--- config.mk ---
export PLATFORM = sky130hd
export DESIGN_NAME = alarm_clock_keypad_controller_core
export DESIGN_NICKNAME = d
export VERILOG_FILES = /design/src/hdl/acck_pkg.sv /design/src/hdl/acck_step.sv /design/src/hdl/alarm_clock_keypad_controller_core.sv
export SDC_FILE = /design/constraint.sdc
export NUM_CORES = 1
export LEC_CHECK = 0
export BUFFER_PORTS_ARGS = -buffer_cell sky130_fd_sc_hd__buf_2
export CAP_MARGIN = 20
export CORE_ASPECT_RATIO = 1.5
export CORE_UTILIZATION = 62
export CTS_BUF_LIST = sky130_fd_sc_hd__clkbuf_8 sky130_fd_sc_hd__clkbuf_16
export DETAILED_ROUTE_END_ITERATION = 8
export GPL_ROUTABILITY_DRIVEN = 0
export HOLD_SLACK_MARGIN = 0.06
export PLACE_DENSITY = 0.95
export SLEW_MARGIN = 25
export SYNTH_ARGS = -nofsm -noshare
export SYNTH_HDL_FRONTEND = slang
export SYNTH_SLANG_ARGS = --single-unit
--- constraint.sdc ---
create_clock -name clk -period 7.2 [get_ports clk]
set_clock_uncertainty 0.15 [all_clocks]
set_input_delay 1.44 -clock clk [delete_from_list [all_inputs] [get_ports clk]]
set_output_delay 1.44 -clock clk [all_outputs]
set_load 0.02 [all_outputs]
--- src/hdl/acck_pkg.sv ---
// ----------------------------------------------------------------------------
// acck_pkg
// types, key codes and limits shared by the alarm clock keypad controller
// ----------------------------------------------------------------------------
`default_nettype none

package acck_pkg;

  localparam int ENTRY_LEN = 4;

  localparam logic [1:0] OP_KEY  = 2'd0;
  localparam logic [1:0] OP_TIME = 2'd1;
  localparam logic [1:0] OP_STOP = 2'd2;

  localparam logic [7:0] KEY_NONE   = 8'h00;
  localparam logic [7:0] KEY_ENTER  = 8'h41;
  localparam logic [7:0] KEY_CLEAR  = 8'h43;
  localparam logic [7:0] KEY_CANCEL = 8'h2A;
  localparam logic [7:0] KEY_SAVE   = 8'h23;
  localparam logic [7:0] KEY_DIGIT0 = 8'h30;
  localparam logic [7:0] KEY_DIGIT9 = 8'h39;

  localparam logic [7:0] MAX_HOUR   = 8'd23;
  localparam logic [7:0] MAX_MINUTE = 8'd59;

  localparam logic [4:0] RESET_HOUR   = 5'd7;
  localparam logic [5:0] RESET_MINUTE = 6'd30;

  localparam logic [2:0] COUNT_FULL = 3'(ENTRY_LEN);

  typedef struct packed {
    logic [1:0] op;
    logic [7:0] key_code;
    logic       time_valid;
    logic [4:0] now_hour;
    logic [5:0] now_minute;
    logic [5:0] now_second;
  } acck_item_t;

  typedef struct packed {
    logic       mode;
    logic       ring;
    logic [4:0] hour;
    logic [5:0] minute;
    logic [2:0] count;
  } acck_ctrl_t;

  typedef logic [ENTRY_LEN-1:0][3:0] acck_entry_t;

  typedef struct packed {
    logic        mode;
    logic        ringing;
    logic [4:0]  alarm_hour;
    logic [5:0]  alarm_minute;
    logic [2:0]  digit_count;
    logic [15:0] entered_digits;
  } acck_result_t;

endpackage

`default_nettype wire

--- src/hdl/acck_step.sv ---
// ----------------------------------------------------------------------------
// acck_step
// next control state, entry store write and result word for one event
// ----------------------------------------------------------------------------
`default_nettype none

module acck_step (
  input  acck_pkg::acck_item_t   item,
  input  acck_pkg::acck_ctrl_t   ctrl,
  input  acck_pkg::acck_entry_t  entry,
  output acck_pkg::acck_ctrl_t   ctrl_nxt,
  output acck_pkg::acck_entry_t  entry_nxt,
  output acck_pkg::acck_result_t result
);
  import acck_pkg::*;

  logic       is_digit;
  logic [7:0] save_hour;
  logic [7:0] save_minute;
  logic       save_ok;

  assign is_digit = (item.key_code >= KEY_DIGIT0) && (item.key_code <= KEY_DIGIT9);
  assign save_hour   = 8'(entry[0]) * 8'd10 + 8'(entry[1]);
  assign save_minute = 8'(entry[2]) * 8'd10 + 8'(entry[3]);
  assign save_ok = (ctrl.count == COUNT_FULL) && (save_hour <= MAX_HOUR) &&
                   (save_minute <= MAX_MINUTE);

  always_comb begin
    ctrl_nxt  = ctrl;
    entry_nxt = entry;
    unique case (item.op)
      OP_KEY: begin
        if (item.key_code != KEY_NONE) begin
          if (!ctrl.mode) begin
            if (item.key_code == KEY_ENTER) begin
              ctrl_nxt.mode  = 1'b1;
              ctrl_nxt.count = '0;
            end else begin
              ctrl_nxt.ring = 1'b0;
            end
          end else if (is_digit && (ctrl.count < COUNT_FULL)) begin
            entry_nxt[ctrl.count[1:0]] = item.key_code[3:0];
            ctrl_nxt.count = ctrl.count + 3'd1;
          end else if (item.key_code == KEY_CLEAR) begin
            ctrl_nxt.count = '0;
          end else if (item.key_code == KEY_CANCEL) begin
            ctrl_nxt.mode = 1'b0;
          end else if (item.key_code == KEY_SAVE) begin
            if (save_ok) begin
              ctrl_nxt.hour   = save_hour[4:0];
              ctrl_nxt.minute = save_minute[5:0];
            end
            ctrl_nxt.mode = 1'b0;
          end
        end
      end
      OP_TIME: begin
        if (!ctrl.mode && item.time_valid && (item.now_hour == ctrl.hour) &&
            (item.now_minute == ctrl.minute) && (item.now_second == 6'd0)) begin
          ctrl_nxt.ring = 1'b1;
        end
      end
      OP_STOP: begin
        ctrl_nxt.ring = 1'b0;
      end
      default: begin
      end
    endcase
  end

  always_comb begin
    result.mode           = ctrl_nxt.mode;
    result.ringing        = ctrl_nxt.ring;
    result.alarm_hour     = ctrl_nxt.hour;
    result.alarm_minute   = ctrl_nxt.minute;
    result.digit_count    = ctrl_nxt.mode ? ctrl_nxt.count : 3'd0;
    result.entered_digits = '0;
    for (int i = 0; i < ENTRY_LEN; i++) begin
      if (ctrl_nxt.mode && (3'(i) < ctrl_nxt.count)) begin
        result.entered_digits[15-4*i -: 4] = entry_nxt[i];
      end
    end
  end

endmodule

`default_nettype wire

--- src/hdl/alarm_clock_keypad_controller_core.sv ---
// ----------------------------------------------------------------------------
// alarm_clock_keypad_controller_core
// alarm clock controller with normal and alarm setting modes, driven by keys,
// time samples and a stop button
// event word registered, then result word with the single state update
// throughput: one event word per cycle unless stalled by out_ready
// reset: synchronous, clears mode, ringing and digit count, alarm 07:30
// ----------------------------------------------------------------------------
`default_nettype none

module alarm_clock_keypad_controller_core (
  input  wire logic        clk,
  input  wire logic        rst_n,
  input  wire logic        in_valid,
  output      logic        in_ready,
  input  wire logic [1:0]  in_op,
  input  wire logic [7:0]  in_key_code,
  input  wire logic        in_time_valid,
  input  wire logic [4:0]  in_now_hour,
  input  wire logic [5:0]  in_now_minute,
  input  wire logic [5:0]  in_now_second,
  output      logic        out_valid,
  input  wire logic        out_ready,
  output      logic        out_mode,
  output      logic        out_ringing,
  output      logic [4:0]  out_alarm_hour,
  output      logic [5:0]  out_alarm_minute,
  output      logic [2:0]  out_digit_count,
  output      logic [15:0] out_entered_digits
);
  import acck_pkg::*;

  logic         in_valid_r;
  acck_item_t   item_r;
  acck_ctrl_t   ctrl_r;
  acck_ctrl_t   ctrl_nxt;
  acck_entry_t  entry_r;
  acck_entry_t  entry_nxt;
  acck_result_t result_nxt;
  acck_result_t result_r;
  logic         out_valid_r;
  logic         advance;

  assign advance  = in_valid_r && (!out_valid_r || out_ready);
  assign in_ready = !in_valid_r || advance;

  always_ff @(posedge clk) begin
    if (!rst_n) begin
      in_valid_r <= 1'b0;
    end else if (in_ready) begin
      in_valid_r <= in_valid;
    end
  end

  always_ff @(posedge clk) begin
    if (in_ready && in_valid) begin
      item_r.op         <= in_op;
      item_r.key_code   <= in_key_code;
      item_r.time_valid <= in_time_valid;
      item_r.now_hour   <= in_now_hour;
      item_r.now_minute <= in_now_minute;
      item_r.now_second <= in_now_second;
    end
  end

  acck_step u_step (
    .item      (item_r),
    .ctrl      (ctrl_r),
    .entry     (entry_r),
    .ctrl_nxt  (ctrl_nxt),
    .entry_nxt (entry_nxt),
    .result    (result_nxt)
  );

  always_ff @(posedge clk) begin
    if (!rst_n) begin
      ctrl_r.mode   <= 1'b0;
      ctrl_r.ring   <= 1'b0;
      ctrl_r.hour   <= RESET_HOUR;
      ctrl_r.minute <= RESET_MINUTE;
      ctrl_r.count  <= '0;
    end else if (advance) begin
      ctrl_r <= ctrl_nxt;
    end
  end

  always_ff @(posedge clk) begin
    if (advance) begin
      entry_r  <= entry_nxt;
      result_r <= result_nxt;
    end
  end

  always_ff @(posedge clk) begin
    if (!rst_n) begin
      out_valid_r <= 1'b0;
    end else if (advance) begin
      out_valid_r <= 1'b1;
    end else if (out_ready) begin
      out_valid_r <= 1'b0;
    end
  end

  assign out_valid          = out_valid_r;
  assign out_mode           = result_r.mode;
  assign out_ringing        = result_r.ringing;
  assign out_alarm_hour     = result_r.alarm_hour;
  assign out_alarm_minute   = result_r.alarm_minute;
  assign out_digit_count    = result_r.digit_count;
  assign out_entered_digits = result_r.entered_digits;

  a_count_bound: assert property (@(posedge clk) disable iff (!rst_n)
    ctrl_r.count <= COUNT_FULL)
    else $error("digit count above entry length");

  a_alarm_range: assert property (@(posedge clk) disable iff (!rst_n)
    (ctrl_r.hour <= 5'(MAX_HOUR)) && (ctrl_r.minute <= 6'(MAX_MINUTE)))
    else $error("stored alarm out of range");

  a_normal_entry_zero: assert property (@(posedge clk) disable iff (!rst_n)
    (out_valid && !out_mode) |-> (out_digit_count == 3'd0) &&
      (out_entered_digits == 16'd0))
    else $error("entry fields nonzero in normal mode");

  a_advance_result: assert property (@(posedge clk) disable iff (!rst_n)
    advance |=> out_valid && (out_ringing == ctrl_r.ring) &&
      (out_mode == ctrl_r.mode))
    else $error("result word does not match updated state");

endmodule

`default_nettype wire
==> results.json <==
{
  "status": "finished, final reports clean",
  "crit_fanout": 12,
  "fin_crit_sh_pct": 61.6,
  "ctsResizeCount": 0,
  "io_buffers": 65,
  "final_core_util_pct": 72.2,
  "cts.sinks": 94,
  "postCtsSetupBuffers": 0,
  "post-route-min-period_ns": 4.44,
  "start_util_pct": 64.2,
  "fin_nets": 481,
  "die_h_um": 108,
  "vdd_drop_max_mv": 0.193,
  "core_area_um2": 7270,
  "io_pins": 66,
  "wl_per_cell_um": 17.3,
  "tns_ns": 0,
  "slowest_stage": "nor4_2",
  "syn_inst": 362,
  "synthArstFlopShare_pct": 0,
  "r2r-end": "out_alarm_hour[3]",
  "place_ws_ns": 2.85,
  "power_density_nw_per_um2": 202,
  "rr_startpoint": "entry_r[3]",
  "grt_pass1_vias": 3046,
  "grt-ovfl-total": 0,
  "ys.flop_type": "edfxtp_1",
  "holdPathStages": 2,
  "placed_cell_area_um2": 5070,
  "postRouteAntennaNets": 0,
  "cts_buffer_depth": 2,
  "dr_total_vias": 3151,
  "layout-drive-gt1-share_pct": 26.4,
  "ff2ff_path_depth": 10,
  "antenna_found_initial": 0,
  "syn_avg_cell_area_um2": 12.9,
  "setup_slack_ns": 2.76,
  "rows": 38,
  "arrival_ns": 4.40,
  "dieArea_um2": 7890,
  "clk_latency_ns": 0.37,
  "p_leak_uw": 0.00197,
  "fillers": 501,
  "wl_mm": 9.18,
  "worst_slew_pin_slew_ns": 0.970,
  "min_path_type": "reg2reg",
  "netlist-cell-type-count": 62,
  "crit_path_max_incr_delay_ns": 0.86,
  "viasPerCell": 5.92,
  "synth-seq-cells": 94,
  "track_usage_pct": 25.3,
  "yosysSeqAreaShare_pct": 56.6,
  "crit_cells": 10,
  "dpl.hpwl_mm": 6.86,
  "cts_made_buffers": 9,
  "clock.fmax_mhz": 225,
  "cts_tree": "built",
  "grt_max_degree": 62,
  "diodes": 0,
  "rsz0062_at_grt": "false",
  "synth_enable_flop_cells": 76,
  "worstSetupPathType": "reg2reg",
  "drv_cap": 0,
  "power_uw": 1060,
  "grt_pass1_wl_mm": 14.6,
  "cp_num_buf_inv": 1,
  "relSlewSlack_pct": 34.8,
  "path_delay_family": "simple AND/OR/NAND/NOR gates",
  "drc": 0,
  "drt_iter0_markers": 211,
  "die_width_um": 72.8,
  "area_growth_pct": 12.5,
  "clkTransAtPathRegs_ns": 0.08,
  "regArea_um2": 2640,
  "drv_slew": 0,
  "cts_root_buf": "clkbuf_8",
  "syn_nets": 416,
  "holdBufCountCts": 0,
  "rrSetupSlack_ns": 2.76,
  "drt_first_pass_iters": 4,
  "syn_area_um2": 4670,
  "path_cells": "ha_1 > ha_1 > inv_1 > fa_1 > or3b_2 > o211a_1 > nand2b_1 > nor4_2 > nand2_1 > mux2_4",
  "yosys_warnings": 0,
  "stdcell_area_um2": 5250,
  "finalSetupViolCount": 0,
  "crit_start": "entry_r[3]",
  "multiInputGateArea_um2": 1910,
  "critPathCaptureType": "register",
  "finalHoldViolations": 0,
  "cp_data_required_time_ns": 7.17,
  "crit_end": "out_alarm_hour[3]",
  "crit_path_start_kind": "register",
  "h-tree-depth": 3,
  "critPathMostFrequentCell": "ha_1"
}
[power breakdown]
part	switching, uW	internal [uW]
combinational	72.3	44.3
sequential	14.4	609
clock	168	153
[area by class of cell]
| cell class | count | area share, % |
|---|---|---|
| inverter | 16 | 1.19 |
| tap | 100 | 2.38 |
| multi-input combinational | 240 | 36.3 |
| timing repair buffer | 66 | 6.41 |
| sequential | 94 | 50.3 |
| clock inverter | 7 | 1.00 |
| clock buffer | 9 | 2.36 |
[metal layers]
metal  GRT usage [%]  part of all wire (%)
met5               0                     0
met4            14.3                   4.6
met3            5.78                   5.0
met2            43.7                    53
met1            28.4                    37
[per-stage QoR]
| step | hold WS (ns) | cells |
|---|---|---|
| 2_1_floorplan | 0.311 | 362 |
| 3_3_place_gp | 0.326 | 515 |
| 3_5_place_dp | 0.367 | 516 |
| 4_1_cts | 0.379 | 532 |
| 5_1_grt | 0.405 | 532 |
| 6_report | 0.378 | 532 |
[worst min-delay path by stage]
stage                          start  slack [ns]    endpoint
after floorplan           ctrl_r[14]        0.31  ctrl_r[14]
after global placement    ctrl_r[14]        0.33  ctrl_r[14]
after detailed placement  ctrl_r[13]        0.37  ctrl_r[13]
after CTS                  ctrl_r[9]        0.38   ctrl_r[9]
after global routing       ctrl_r[9]        0.40   ctrl_r[9]
final                      ctrl_r[9]        0.38   ctrl_r[9]
[kinds of logic (layout without fill, tap and decap cells)]
logic type                 count (synthesis)  in the layout  share of synthesized area (%)
adders and majority gates                 22             22                           6.54
muxes                                     28             28                           7.53
buffers and inverters                     28             98                           2.55
AOI/OAI and AO/OA                         64             64                           9.84
DFF                                       94             94                           56.6
and+or+nand+nor                          109            109                           13.7
xor gates and xnor gates                  17             17                           3.19
[state kept, by name (all words and copies together), names as in the netlist, 3 cells and up]
| signal | count |
|---|---|
| entry_r | 16 |
| out_digit_count | 3 |
| out_entered_digits | 16 |
| out_alarm_hour | 5 |
| out_alarm_minute | 6 |
| ctrl_r | 16 |
| item_r | 28 |
[synth_stat cells, types with 7 or more instances]
cell	count	area, um2
edfxtp_1	76	2280
ha_1	18	225
mux2_2	17	191
nand4_1	13	81.3
nor2b_1	15	93.8
o21ai_0	9	45.0
inv_1	15	56.3
xnor2_1	14	123
nand2_1	14	52.6
nand3_1	14	70.1
a21oi_1	16	80.1
o31ai_1	7	52.6
dfxtp_1	18	360
nor2_1	12	45.0
mux2_4	10	150
[worst min-delay path, cell delays in order, from the launching register on]
cell and delay, ns:
dfxtp_1 0.34, o31ai_1 0.07, nand3_1 0.07
[layout by cell type, fill, tap and decap left out, types with 7 or more instances in the layout]
| cell type | netlist | final |
|---|---|---|
| mux2_4 | 10 | 10 |
| buf_2 | 5 | 65 |
| nand2_1 | 14 | 14 |
| dfxtp_1 | 18 | 18 |
| inv_1 | 15 | 19 |
| clkbuf_8 | 0 | 9 |
| nand4_1 | 13 | 13 |
| ha_1 | 18 | 18 |
| nand3_1 | 14 | 14 |
| nor2_1 | 12 | 12 |
| mux2_2 | 17 | 17 |
| a21oi_1 | 16 | 16 |
| nor2b_1 | 15 | 15 |
| o21ai_0 | 9 | 9 |
| edfxtp_1 | 76 | 76 |
| xnor2_1 | 14 | 14 |
| o31ai_1 | 7 | 7 |
Power figures use the tool's default switching activity.
